===== config.mk =====
export PLATFORM = sky130hd
export DESIGN_NAME = straight_drive_pd_ramp_top
export DESIGN_NICKNAME = d
export VERILOG_FILES = /design/src/rtl/sdpr_pkg.sv /design/src/rtl/straight_drive_pd_ramp_top.sv
export SDC_FILE = /design/constraint.sdc
export NUM_CORES = 2
export LEC_CHECK = 0
export BUFFER_PORTS_ARGS = -buffer_cell sky130_fd_sc_hd__buf_2
export CAP_MARGIN = 20
export CORE_MARGIN = 5
export CORE_UTILIZATION = 63
export CTS_CLUSTER_DIAMETER = 80
export CTS_CLUSTER_SIZE = 25
export DETAILED_ROUTE_END_ITERATION = 10
export PLACE_DENSITY = 0.85
export SLEW_MARGIN = 25
export SYNTH_ARGS = -nofsm -noshare
export SYNTH_HDL_FRONTEND = slang
export SYNTH_SLANG_ARGS = --single-unit

===== constraint.sdc =====
create_clock -name clk -period 17.66 [get_ports clk]
set_clock_uncertainty 0.15 [all_clocks]
set_input_delay 5.298 -clock clk [delete_from_list [all_inputs] [get_ports clk]]
set_output_delay 5.298 -clock clk [all_outputs]
set_load 0.05 [all_outputs]

===== src/rtl/sdpr_pkg.sv =====
package sdpr_pkg;

  // Encoder counter and error width
  localparam int COUNT_BITS = 32;

  // Fixed field widths
  localparam int TIME_BITS  = 32;
  localparam int DRIVE_BITS = 9;
  localparam int EDGE_BITS  = 8;
  localparam int GAIN_BITS  = 12;
  localparam int STEP_BITS  = 8;

  // Correction arithmetic: gains carry 8 fraction bits, result saturates to 16 bits
  localparam int FRAC_BITS  = 8;
  localparam int CORR_BITS  = 16;
  localparam int QUO_BITS   = CORR_BITS - 1;
  localparam int SUM_BITS   = CORR_BITS + 2;
  localparam int QCNT_BITS  = $clog2(QUO_BITS);

  // Shared multiply-accumulate unit: one 8-bit digit of the multiplier per cycle
  localparam int DIGIT_BITS   = 8;
  localparam int PROD_BITS    = COUNT_BITS + GAIN_BITS + TIME_BITS;
  localparam int MPLIER_BITS  = TIME_BITS;
  localparam int MS_SCALE     = 1000;
  localparam int SCALE_BITS   = 10;
  localparam int GAIN_DIGITS  = (GAIN_BITS + DIGIT_BITS - 1) / DIGIT_BITS;
  localparam int TIME_DIGITS  = (TIME_BITS + DIGIT_BITS - 1) / DIGIT_BITS;
  localparam int SCALE_DIGITS = (SCALE_BITS + DIGIT_BITS - 1) / DIGIT_BITS;
  localparam int MCNT_BITS    = $clog2(TIME_DIGITS + 1);

  // Configuration port
  localparam int CFG_IDX_BITS  = 3;
  localparam int CFG_DATA_BITS = GAIN_BITS;

  localparam logic [CFG_IDX_BITS-1:0] REG_DEADBAND    = 3'd0;
  localparam logic [CFG_IDX_BITS-1:0] REG_RISE_STEP   = 3'd1;
  localparam logic [CFG_IDX_BITS-1:0] REG_FALL_STEP   = 3'd2;
  localparam logic [CFG_IDX_BITS-1:0] REG_KP_GAIN     = 3'd3;
  localparam logic [CFG_IDX_BITS-1:0] REG_KD_GAIN     = 3'd4;
  localparam logic [CFG_IDX_BITS-1:0] REG_DRIVE_LIMIT = 3'd5;

  localparam logic [STEP_BITS-1:0] DEADBAND_RESET    = 8'd15;
  localparam logic [STEP_BITS-1:0] RISE_STEP_RESET   = 8'd3;
  localparam logic [STEP_BITS-1:0] FALL_STEP_RESET   = 8'd5;
  localparam logic [GAIN_BITS-1:0] KP_GAIN_RESET     = 12'd128;
  localparam logic [GAIN_BITS-1:0] KD_GAIN_RESET     = 12'd384;
  localparam logic [STEP_BITS-1:0] DRIVE_LIMIT_RESET = 8'd128;

  localparam logic signed [CORR_BITS-1:0] CORR_MAX = 16'sh7fff;
  localparam logic signed [CORR_BITS-1:0] CORR_MIN = 16'sh8000;

endpackage


===== src/rtl/straight_drive_pd_ramp_top.sv =====
// Straight-line drive controller for a two-wheel base. Each accepted item is one control
// tick; it yields exactly one result item. Ticks that stop the base or are not straight go
// from the evaluate state to the result register; the next tick can be taken once the
// block is back in idle. After setup, a straight tick's PD term runs on one shared adder,
// first as a radix-256 multiplier (ten digit steps for kp*|err|*ms and kd*|derr|*1000),
// then for the sign merge (a second merge step when the P and D products have opposite
// signs and the D product is the larger) and saturation test, then as a restoring divider
// that retires one of the 15 quotient bits per cycle. A saturating correction skips the
// divider. A stalled result holds the tick in the finish state until the output register
// is free. cmd_stall stays high while a tick is in work; a finished result waits in the
// output register, so the next tick may be accepted before the last result is taken.
module straight_drive_pd_ramp_top (
  input  logic                                    clk,
  input  logic                                    rst,
  input  logic                                    cfg_we,
  input  logic [sdpr_pkg::CFG_IDX_BITS-1:0]       cfg_index,
  input  logic [sdpr_pkg::CFG_DATA_BITS-1:0]      cfg_data,
  input  logic                                    cmd_valid,
  output logic                                    cmd_stall,
  input  logic signed [sdpr_pkg::DRIVE_BITS-1:0]  req_left,
  input  logic signed [sdpr_pkg::DRIVE_BITS-1:0]  req_right,
  input  logic [sdpr_pkg::EDGE_BITS-1:0]          edges_left,
  input  logic [sdpr_pkg::EDGE_BITS-1:0]          edges_right,
  input  logic [sdpr_pkg::TIME_BITS-1:0]          time_ms,
  output logic                                    res_valid,
  input  logic                                    res_stall,
  output logic signed [sdpr_pkg::DRIVE_BITS-1:0]  drive_left,
  output logic signed [sdpr_pkg::DRIVE_BITS-1:0]  drive_right,
  output logic                                    stopped,
  output logic                                    straight
);
  import sdpr_pkg::*;

  localparam int PW = PROD_BITS;
  localparam int CB = COUNT_BITS;

  typedef enum logic [3:0] {
    ST_IDLE, ST_EVAL, ST_SETUP, ST_MUL, ST_COMB, ST_COMB2, ST_SAT, ST_DIV, ST_FINISH
  } state_t;

  typedef enum logic [1:0] {MOP_KP, MOP_MS, MOP_KD, MOP_SCALE} mul_op_t;

  state_t  state;
  mul_op_t mop;

  // Configuration
  logic [STEP_BITS-1:0] deadband, rise_step, fall_step, drive_limit;
  logic [GAIN_BITS-1:0] kp_gain, kd_gain;

  // Controller state
  logic signed [DRIVE_BITS-1:0] ramp_left, ramp_right;
  logic                         last_left_fwd, last_right_fwd, was_straight;
  logic [CB-1:0]                count_left, count_right, prev_error;
  logic [TIME_BITS-1:0]         prev_time;

  // Item registers
  logic signed [DRIVE_BITS-1:0] dl, dr, tl, tr;
  logic [EDGE_BITS-1:0]         el, er;
  logic [TIME_BITS-1:0]         tnow, ms;
  logic                         item_stop, is_straight, item_bwd, item_turn;
  logic                         pn, dn, mag_neg;
  logic [CB-1:0]                da;

  // Shared unit registers
  logic [PW-1:0]          acc, mcand, preg, ds;
  logic [MPLIER_BITS-1:0] mplier;
  logic [MCNT_BITS-1:0]   mcnt;
  logic [QUO_BITS-1:0]    q;
  logic [QCNT_BITS-1:0]   qcnt;
  logic signed [CORR_BITS-1:0] corr;

  // Clamp a corrected drive to the symmetric limit
  function automatic logic signed [DRIVE_BITS-1:0] clamp_drive(
    input logic signed [SUM_BITS-1:0] v,
    input logic [STEP_BITS-1:0]       lim
  );
    logic signed [SUM_BITS-1:0] lim_s;
    lim_s = $signed({{(SUM_BITS-STEP_BITS){1'b0}}, lim});
    if (v > lim_s) begin
      return lim_s[DRIVE_BITS-1:0];
    end else if (v < -lim_s) begin
      return DRIVE_BITS'(-lim_s);
    end
    return v[DRIVE_BITS-1:0];
  endfunction

  // Move the ramp toward its target by at most one step
  function automatic logic signed [DRIVE_BITS-1:0] ramp_to(
    input logic signed [DRIVE_BITS-1:0] cur,
    input logic signed [DRIVE_BITS-1:0] tgt,
    input logic [STEP_BITS-1:0]         up,
    input logic [STEP_BITS-1:0]         down
  );
    logic signed [DRIVE_BITS+1:0] cw, tw, nw;
    cw = $signed({{2{cur[DRIVE_BITS-1]}}, cur});
    tw = $signed({{2{tgt[DRIVE_BITS-1]}}, tgt});
    nw = cw;
    if (cw < tw) begin
      nw = cw + $signed({{(DRIVE_BITS+2-STEP_BITS){1'b0}}, up});
      if (nw > tw) nw = tw;
    end else if (cw > tw) begin
      nw = cw - $signed({{(DRIVE_BITS+2-STEP_BITS){1'b0}}, down});
      if (nw < tw) nw = tw;
    end
    return nw[DRIVE_BITS-1:0];
  endfunction

  // Deadband and direction flags of the latched demands
  logic [DRIVE_BITS-1:0]        abs_l, abs_r;
  logic signed [DRIVE_BITS-1:0] tl_db, tr_db;
  logic l_pos, r_pos, l_neg, r_neg;
  logic e_bwd, e_straight, e_turn, e_stop;
  logic [CB-1:0] cl_sum, cr_sum;

  always_comb begin
    abs_l = dl[DRIVE_BITS-1] ? DRIVE_BITS'(-dl) : dl;
    abs_r = dr[DRIVE_BITS-1] ? DRIVE_BITS'(-dr) : dr;
    tl_db = (abs_l < {1'b0, deadband}) ? '0 : dl;
    tr_db = (abs_r < {1'b0, deadband}) ? '0 : dr;
    l_neg = tl_db[DRIVE_BITS-1];
    r_neg = tr_db[DRIVE_BITS-1];
    l_pos = !l_neg && (tl_db != '0);
    r_pos = !r_neg && (tr_db != '0);
    e_bwd = l_neg && r_neg;
    e_straight = (l_pos && r_pos) || e_bwd;
    e_turn = (l_pos && r_neg) || (l_neg && r_pos);
    e_stop = ((tl_db == '0) && (tr_db == '0)) ||
             (last_left_fwd != l_pos) || (last_right_fwd != r_pos);
    cl_sum = count_left + CB'(el);
    cr_sum = count_right + CB'(er);
  end

  // Error, error change and elapsed time
  logic [CB-1:0]        err, ea;
  logic [CB:0]          diff, da_full;
  logic [TIME_BITS-1:0] ms_raw, ms_v;

  always_comb begin
    err     = count_left - count_right;
    diff    = {err[CB-1], err} - {prev_error[CB-1], prev_error};
    ea      = err[CB-1] ? -err : err;
    da_full = diff[CB] ? -diff : diff;
    ms_raw  = tnow - prev_time;
    ms_v    = (ms_raw == '0) ? TIME_BITS'(1) : ms_raw;
  end

  // Shared unit: digit multiplier feeding one wide add/subtract
  logic [PW+DIGIT_BITS-1:0] pprod;
  logic [PW-1:0]            add_a, add_b, sat_lim, ds_init;
  logic                     add_sub, add_carry;
  logic [PW:0]              add_sum;
  logic [QUO_BITS-1:0]      q_next;

  assign pprod = {{DIGIT_BITS{1'b0}}, mcand} * {{PW{1'b0}}, mplier[DIGIT_BITS-1:0]};
  assign sat_lim = {{(PW-TIME_BITS){1'b0}}, ms} << (FRAC_BITS + QUO_BITS);
  assign ds_init = {{(PW-TIME_BITS){1'b0}}, ms} << (FRAC_BITS + QUO_BITS - 1);

  always_comb begin
    add_a   = acc;
    add_b   = '0;
    add_sub = 1'b0;
    case (state)
      ST_MUL: begin
        add_b = pprod[PW-1:0];
      end
      ST_COMB: begin
        add_a   = preg;
        add_b   = acc;
        add_sub = pn ^ dn;
      end
      ST_COMB2: begin
        add_a   = acc;
        add_b   = preg;
        add_sub = 1'b1;
      end
      ST_SAT: begin
        add_b   = sat_lim;
        add_sub = 1'b1;
      end
      ST_DIV: begin
        add_b   = ds;
        add_sub = 1'b1;
      end
      default: begin
        add_b = '0;
      end
    endcase
    add_sum   = {1'b0, add_a} + {1'b0, add_b ^ {PW{add_sub}}} + {{PW{1'b0}}, add_sub};
    add_carry = add_sum[PW];
    q_next    = {q[QUO_BITS-2:0], add_carry};
  end

  // Apply correction, clamp and ramp (turns skip the ramp)
  logic signed [SUM_BITS-1:0]   tl_w, tr_w, c_w, vl, vr;
  logic signed [DRIVE_BITS-1:0] cl_l, cl_r, nr_l, nr_r;
  logic                         out_free;

  always_comb begin
    tl_w = $signed({{(SUM_BITS-DRIVE_BITS){tl[DRIVE_BITS-1]}}, tl});
    tr_w = $signed({{(SUM_BITS-DRIVE_BITS){tr[DRIVE_BITS-1]}}, tr});
    c_w  = $signed({{(SUM_BITS-CORR_BITS){corr[CORR_BITS-1]}}, corr});
    vl   = item_bwd ? tl_w + c_w : tl_w - c_w;
    vr   = item_bwd ? tr_w - c_w : tr_w + c_w;
    cl_l = clamp_drive(vl, drive_limit);
    cl_r = clamp_drive(vr, drive_limit);
    nr_l = item_turn ? cl_l : ramp_to(ramp_left, cl_l, rise_step, fall_step);
    nr_r = item_turn ? cl_r : ramp_to(ramp_right, cl_r, rise_step, fall_step);
  end

  assign out_free  = !res_valid || !res_stall;
  assign cmd_stall = (state != ST_IDLE);

  always_ff @(posedge clk) begin
    if (rst) begin
      state          <= ST_IDLE;
      mop            <= MOP_KP;
      res_valid      <= 1'b0;
      deadband       <= DEADBAND_RESET;
      rise_step      <= RISE_STEP_RESET;
      fall_step      <= FALL_STEP_RESET;
      kp_gain        <= KP_GAIN_RESET;
      kd_gain        <= KD_GAIN_RESET;
      drive_limit    <= DRIVE_LIMIT_RESET;
      ramp_left      <= '0;
      ramp_right     <= '0;
      last_left_fwd  <= 1'b0;
      last_right_fwd <= 1'b0;
      was_straight   <= 1'b0;
      count_left     <= '0;
      count_right    <= '0;
      prev_error     <= '0;
      prev_time      <= '0;
    end else begin
      // Take configuration writes
      if (cfg_we) begin
        unique case (cfg_index)
          REG_DEADBAND:    deadband    <= cfg_data[STEP_BITS-1:0];
          REG_RISE_STEP:   rise_step   <= cfg_data[STEP_BITS-1:0];
          REG_FALL_STEP:   fall_step   <= cfg_data[STEP_BITS-1:0];
          REG_KP_GAIN:     kp_gain     <= cfg_data;
          REG_KD_GAIN:     kd_gain     <= cfg_data;
          REG_DRIVE_LIMIT: drive_limit <= cfg_data[STEP_BITS-1:0];
          default: ;
        endcase
      end

      // Drop the result once taken
      if (res_valid && !res_stall) begin
        res_valid <= 1'b0;
      end

      unique case (state)
        ST_IDLE: begin
          if (cmd_valid) begin
            dl    <= req_left;
            dr    <= req_right;
            el    <= edges_left;
            er    <= edges_right;
            tnow  <= time_ms;
            state <= ST_EVAL;
          end
        end

        ST_EVAL: begin
          // Count edges, remember direction, pick the path
          last_left_fwd  <= l_pos;
          last_right_fwd <= r_pos;
          tl             <= tl_db;
          tr             <= tr_db;
          item_stop      <= e_stop;
          is_straight    <= e_straight;
          item_bwd       <= e_bwd;
          item_turn      <= e_turn;
          corr           <= '0;
          count_left     <= cl_sum;
          count_right    <= cr_sum;
          if (e_stop) begin
            state <= ST_FINISH;
          end else begin
            was_straight <= e_straight;
            if (e_straight && !was_straight) begin
              count_left  <= '0;
              count_right <= '0;
              prev_error  <= '0;
              prev_time   <= tnow;
            end
            state <= e_straight ? ST_SETUP : ST_FINISH;
          end
        end

        ST_SETUP: begin
          // Latch error terms and start kp * |err|
          ms         <= ms_v;
          pn         <= err[CB-1];
          dn         <= diff[CB];
          da         <= da_full[CB-1:0];
          prev_error <= err;
          prev_time  <= tnow;
          acc        <= '0;
          mcand      <= {{(PW-CB){1'b0}}, ea};
          mplier     <= {{(MPLIER_BITS-GAIN_BITS){1'b0}}, kp_gain};
          mcnt       <= MCNT_BITS'(GAIN_DIGITS);
          mop        <= MOP_KP;
          state      <= ST_MUL;
        end

        ST_MUL: begin
          // Accumulate one multiplier digit
          acc    <= add_sum[PW-1:0];
          mcand  <= mcand << DIGIT_BITS;
          mplier <= mplier >> DIGIT_BITS;
          mcnt   <= mcnt - MCNT_BITS'(1);
          if (mcnt == MCNT_BITS'(1)) begin
            acc <= '0;
            unique case (mop)
              MOP_KP: begin
                mcand  <= add_sum[PW-1:0];
                mplier <= ms;
                mcnt   <= MCNT_BITS'(TIME_DIGITS);
                mop    <= MOP_MS;
              end
              MOP_MS: begin
                preg   <= add_sum[PW-1:0];
                mcand  <= {{(PW-CB){1'b0}}, da};
                mplier <= {{(MPLIER_BITS-GAIN_BITS){1'b0}}, kd_gain};
                mcnt   <= MCNT_BITS'(GAIN_DIGITS);
                mop    <= MOP_KD;
              end
              MOP_KD: begin
                mcand  <= add_sum[PW-1:0];
                mplier <= MPLIER_BITS'(MS_SCALE);
                mcnt   <= MCNT_BITS'(SCALE_DIGITS);
                mop    <= MOP_SCALE;
              end
              MOP_SCALE: begin
                acc   <= add_sum[PW-1:0];
                state <= ST_COMB;
              end
            endcase
          end
        end

        ST_COMB: begin
          // Merge the signed P and D products into a magnitude
          if (!(pn ^ dn) || add_carry) begin
            acc     <= add_sum[PW-1:0];
            mag_neg <= pn;
            state   <= ST_SAT;
          end else begin
            mag_neg <= dn;
            state   <= ST_COMB2;
          end
        end

        ST_COMB2: begin
          acc   <= add_sum[PW-1:0];
          state <= ST_SAT;
        end

        ST_SAT: begin
          // Saturate when the quotient reaches 2^15
          if (add_carry) begin
            corr  <= mag_neg ? CORR_MIN : CORR_MAX;
            state <= ST_FINISH;
          end else begin
            ds    <= ds_init;
            q     <= '0;
            qcnt  <= QCNT_BITS'(QUO_BITS - 1);
            state <= ST_DIV;
          end
        end

        ST_DIV: begin
          // Retire one quotient bit
          if (add_carry) begin
            acc <= add_sum[PW-1:0];
          end
          q    <= q_next;
          ds   <= ds >> 1;
          qcnt <= qcnt - QCNT_BITS'(1);
          if (qcnt == '0) begin
            corr  <= mag_neg ? -$signed({1'b0, q_next}) : $signed({1'b0, q_next});
            state <= ST_FINISH;
          end
        end

        ST_FINISH: begin
          // Hold until the output register is free
          if (out_free) begin
            res_valid <= 1'b1;
            if (item_stop) begin
              ramp_left   <= '0;
              ramp_right  <= '0;
              drive_left  <= '0;
              drive_right <= '0;
              stopped     <= 1'b1;
              straight    <= 1'b0;
            end else begin
              ramp_left   <= nr_l;
              ramp_right  <= nr_r;
              drive_left  <= nr_l;
              drive_right <= nr_r;
              stopped     <= 1'b0;
              straight    <= is_straight;
            end
            state <= ST_IDLE;
          end
        end

        default: state <= ST_IDLE;
      endcase
    end
  end

endmodule

==> results.tsv <==
stage	metric	value	unit
yosys	most numerous cell in the Yosys netlist	nand2_1	
final_layout	sequential cell area	20000	um^2
worst_setup_path	WP data required	17790	ps
yosys	#FFs+latches synth	738	
clock_network	H-Tree Depth	2	
pwr	peak supply drop	0.000169	V
drt	drt drc	0	
yosys	Synth Area per Inst	8.97	um^2
drt	DRT Pass-1 Iters	6	
yosys	register area share after synthesis	29.1	%
yosys	Syn. warnings	0	
worst_setup_path	startpoint types	flop	
worst_setup_path	CP Class	flop to flop	
yosys	largest area contributor in the netlist	edfxtp_1	
drt	Post-Route WL	204	mm
placed_design	post-placement cell count	8887	
global_route	first-pass GRT wire length	318	mm
worst_setup_path	Worst R2R Start	mplier[3]$_DFFE_PP_	
placed_design	Placer Congestion	1.01	
worst_setup_path	worst reg-to-reg setup slack	5990	ps
clock_network	TritonCTS clock tree	yes	
placed_design	placed inst area	70400	um^2
drt	initial DRC count	6594	
pwr	sw frac	41.8	%
worst_setup_path	worst path arrival time	11800	ps
floorplan	initial core utilization	63.3	%
yosys	Synth area leaders	edfxtp_1, fa_1, ha_1	
final_layout	Fillers	8645	
yosys	post-synth top area share	23.0	%
floorplan	row count	121	
pwr	Internal	3.70	mW
global_route	total grt overflow	0	
global_route	antenna violations before repair	6	
yosys	Post-synth EDFFs	526	
clock_network	Worst-Skew Late Latency	660	ps
sta	RSZ-0062 raised after global routing	no	
final_layout	share of layout cells above drive strength 1	5.11	%
sta	Slew @ Worst Pin	1130	ps
global_route	gr usage total	34.2	%
final_layout	multi-input logic area	45000	um^2
sta	TNS Setup	0	ps
pwr	Logic pwr share	49.8	%
worst_setup_path	Crit-path slowest cell	a2111oi_0	
sta	Final min period	11670	ps
final_layout	final core utilization	66.1	%
hold_path	hold_sp	prev_time[30]$_SDFFE_PP0P_	
yosys	Commonest cells post-synth	nand2_1, inv_1, edfxtp_1	
floorplan	Die H	340	um
pwr	net switching power	2.66	mW
placed_design	IO Port Bufs	107	
drt	Final ANT Viol Nets	0	
flow_run	max-cap check violation count	0	
placed_design	DP HPWL	154	mm
clock_network	post-cts sizing count	0	
final_layout	final std cells w/o fill	8971	
floorplan	die area	116000	um^2
worst_setup_path	CP most frequent cell	fa_1	
yosys	most common flop cell mapped by yosys	edfxtp_1	
clock_network	hold_buf cts	0	
hold_path	Worst Hold End	prev_time[30]$_SDFFE_PP0P_	
hold_path	Hold WC Path Type	flop to flop	
yosys	async set or reset register ratio after synthesis	0	%
sta	worst setup margin	5990	ps
worst_setup_path	critical path capture point type	flop	
sta	Slew Viols, Final	0	
hold_path	worst hold stages	2	
sta	Period Utilization, post-route	66.1	%
worst_setup_path	worst r2r path cells	31	
final_layout	area grow syn2layout	4.48	%
drt	vias per inst	6.55	
clock_network	Clock Path Buffers	3	
global_route	vias in the first global route	57400	
final_layout	Nets	8503	
placed_design	Post-Place Worst Slack	6240	ps
pwr	leakage power	29.9	nW
worst_setup_path	R2R Path End	acc[5]$_DFFE_PP_	
final_layout	Final Instance Area	71900	um^2
floorplan	core area	109000	um^2
clock_network	cts bufs inserted	42	
yosys	syn nets	8655	
floorplan	I/O pin count	108	
sta	maximum clock rate	85.7	MHz
yosys	post-synth cell types	103	
pwr	PwrDens	88.4	nW/um^2
sta	Max-Slew Margin vs Limit	24.8	%
clock_network	clock root cell	clkbuf_16	
status	status	finished, final reports clean	
clock_network	setup bufs post-CTS	0	
global_route	largest net degree at the start of global routing	121	
clock_network	Reg clk slew, reported paths	100	ps
sta	Fin. Hold Viols	0	
drt	via count	58700	
pwr	Clock Power Share	18.0	%
yosys	mapped cell area	68800	um^2
clock_network	CTS sink cnt	738	
yosys	Gate Count Post-Synth	7669	
floorplan	DIE WIDTH	340	um
worst_setup_path	max incr delay on CP	750	ps
worst_setup_path	crit path max fanout	73	
pwr	sequential power share	32.1	%
sta	endpoints failing setup	0	
drt	wire per inst	22.7	um
critical path, delay by kind of cell, from the launching register on:
| family | cells | cell delay (ps) |
|---|---|---|
| xor gates and xnor gates | 2 | 260 |
| buffers and inverters | 3 | 1760 |
| and+or+nand+nor | 5 | 1360 |
| AOI/OAI and AO/OA | 15 | 4520 |
| adders and majority gates | 6 | 2750 |
| DFF | 1 | 340 |
layout make-up:
| cell class | instances | share of cell area [%] |
|---|---|---|
| flip-flops and latches | 738 | 27.9 |
| well taps | 1414 | 2.46 |
| clock buffers | 57 | 1.59 |
| inverters | 650 | 3.40 |
| repair buffers | 185 | 1.60 |
| multi-input cells | 5900 | 62.6 |
| diodes | 6 | 0.0209 |
| clock inverters | 21 | 0.407 |
kinds of logic after synthesis:
| logic type | count (synthesis) | share of synthesized area, % |
|---|---|---|
| adder cells (fa/ha/maj) | 900 | 21.1 |
| AO/OA/AOI/OAI | 1797 | 17.5 |
| buffers and inverters | 1031 | 5.66 |
| AND/OR/NAND/NOR | 2631 | 18.7 |
| multiplexers | 87 | 1.78 |
| flip-flops | 738 | 29.1 |
| XOR/XNOR | 485 | 6.18 |
placed cells by master (no fill, tap or decap), types with 148 or more instances in the layout:
| cell | count |
|---|---|
| nor2_1 | 390 |
| a21oi_1 | 471 |
| o21ai_0 | 317 |
| nand2_1 | 1008 |
| dfxtp_1 | 210 |
| inv_1 | 647 |
| edfxtp_1 | 526 |
| and2_1 | 431 |
| a21o_1 | 195 |
| xor2_1 | 148 |
| xnor2_1 | 337 |
| ha_1 | 468 |
| fa_1 | 432 |
per-layer routing:
layer / share of wire (%) / track usage [%]
met5: 0.029 / 0
met4: 5.2 / 15.0
met3: 10 / 5.82
met2: 46 / 55.5
met1: 39 / 45.5
stage by stage:
step / power, mW / hold WS, ps
4_1_cts: 6.28 / 310
3_3_place_gp: 5.09 / 285
2_1_floorplan: 4.31 / 274
6_report: 6.36 / 307
3_5_place_dp: 5.16 / 296
5_1_grt: 6.69 / 333
state kept, by name, summed over array words and instances (netlist names), 14 cells and up:
signal / count
tnow: 32
count_left: 32
mcand: 76
prev_time: 32
preg: 76
prev_error: 32
q: 14
mplier: 32
acc: 76
da: 32
ms: 32
ds: 54
corr: 16
count_right: 32
how the worst max path moves through the flow:
stage	startpoint	to	slack [ps]	cells after the start
6_report	mplier[3]$_DFFE_PP_	acc[5]$_DFFE_PP_	5990	31
5_1_grt	mplier[3]$_DFFE_PP_	acc[5]$_DFFE_PP_	5550	31
4_1_cts	mplier[3]$_DFFE_PP_	acc[5]$_DFFE_PP_	6180	31
3_5_place_dp	mplier[3]$_DFFE_PP_	acc[14]$_DFFE_PP_	6240	31
3_3_place_gp	mplier[2]$_DFFE_PP_	acc[14]$_DFFE_PP_	6480	31
2_1_floorplan	mplier[2]$_DFFE_PP_	acc[0]$_DFFE_PP_	5520	33
power by group through the flow:
| stage | Sequential (mW) | Combinational, mW | Clock [mW] |
|---|---|---|---|
| finish | 2.04 | 3.17 | 1.15 |
| global route | 2.04 | 3.43 | 1.22 |
| CTS | 2.04 | 3.09 | 1.15 |
| detailed placement | 2.08 | 3.08 | 0 |
| global placement | 2.08 | 3.01 | 0 |
| floorplan | 2.07 | 2.25 | 0 |
Note: power is estimated with default switching activity, not from simulation.
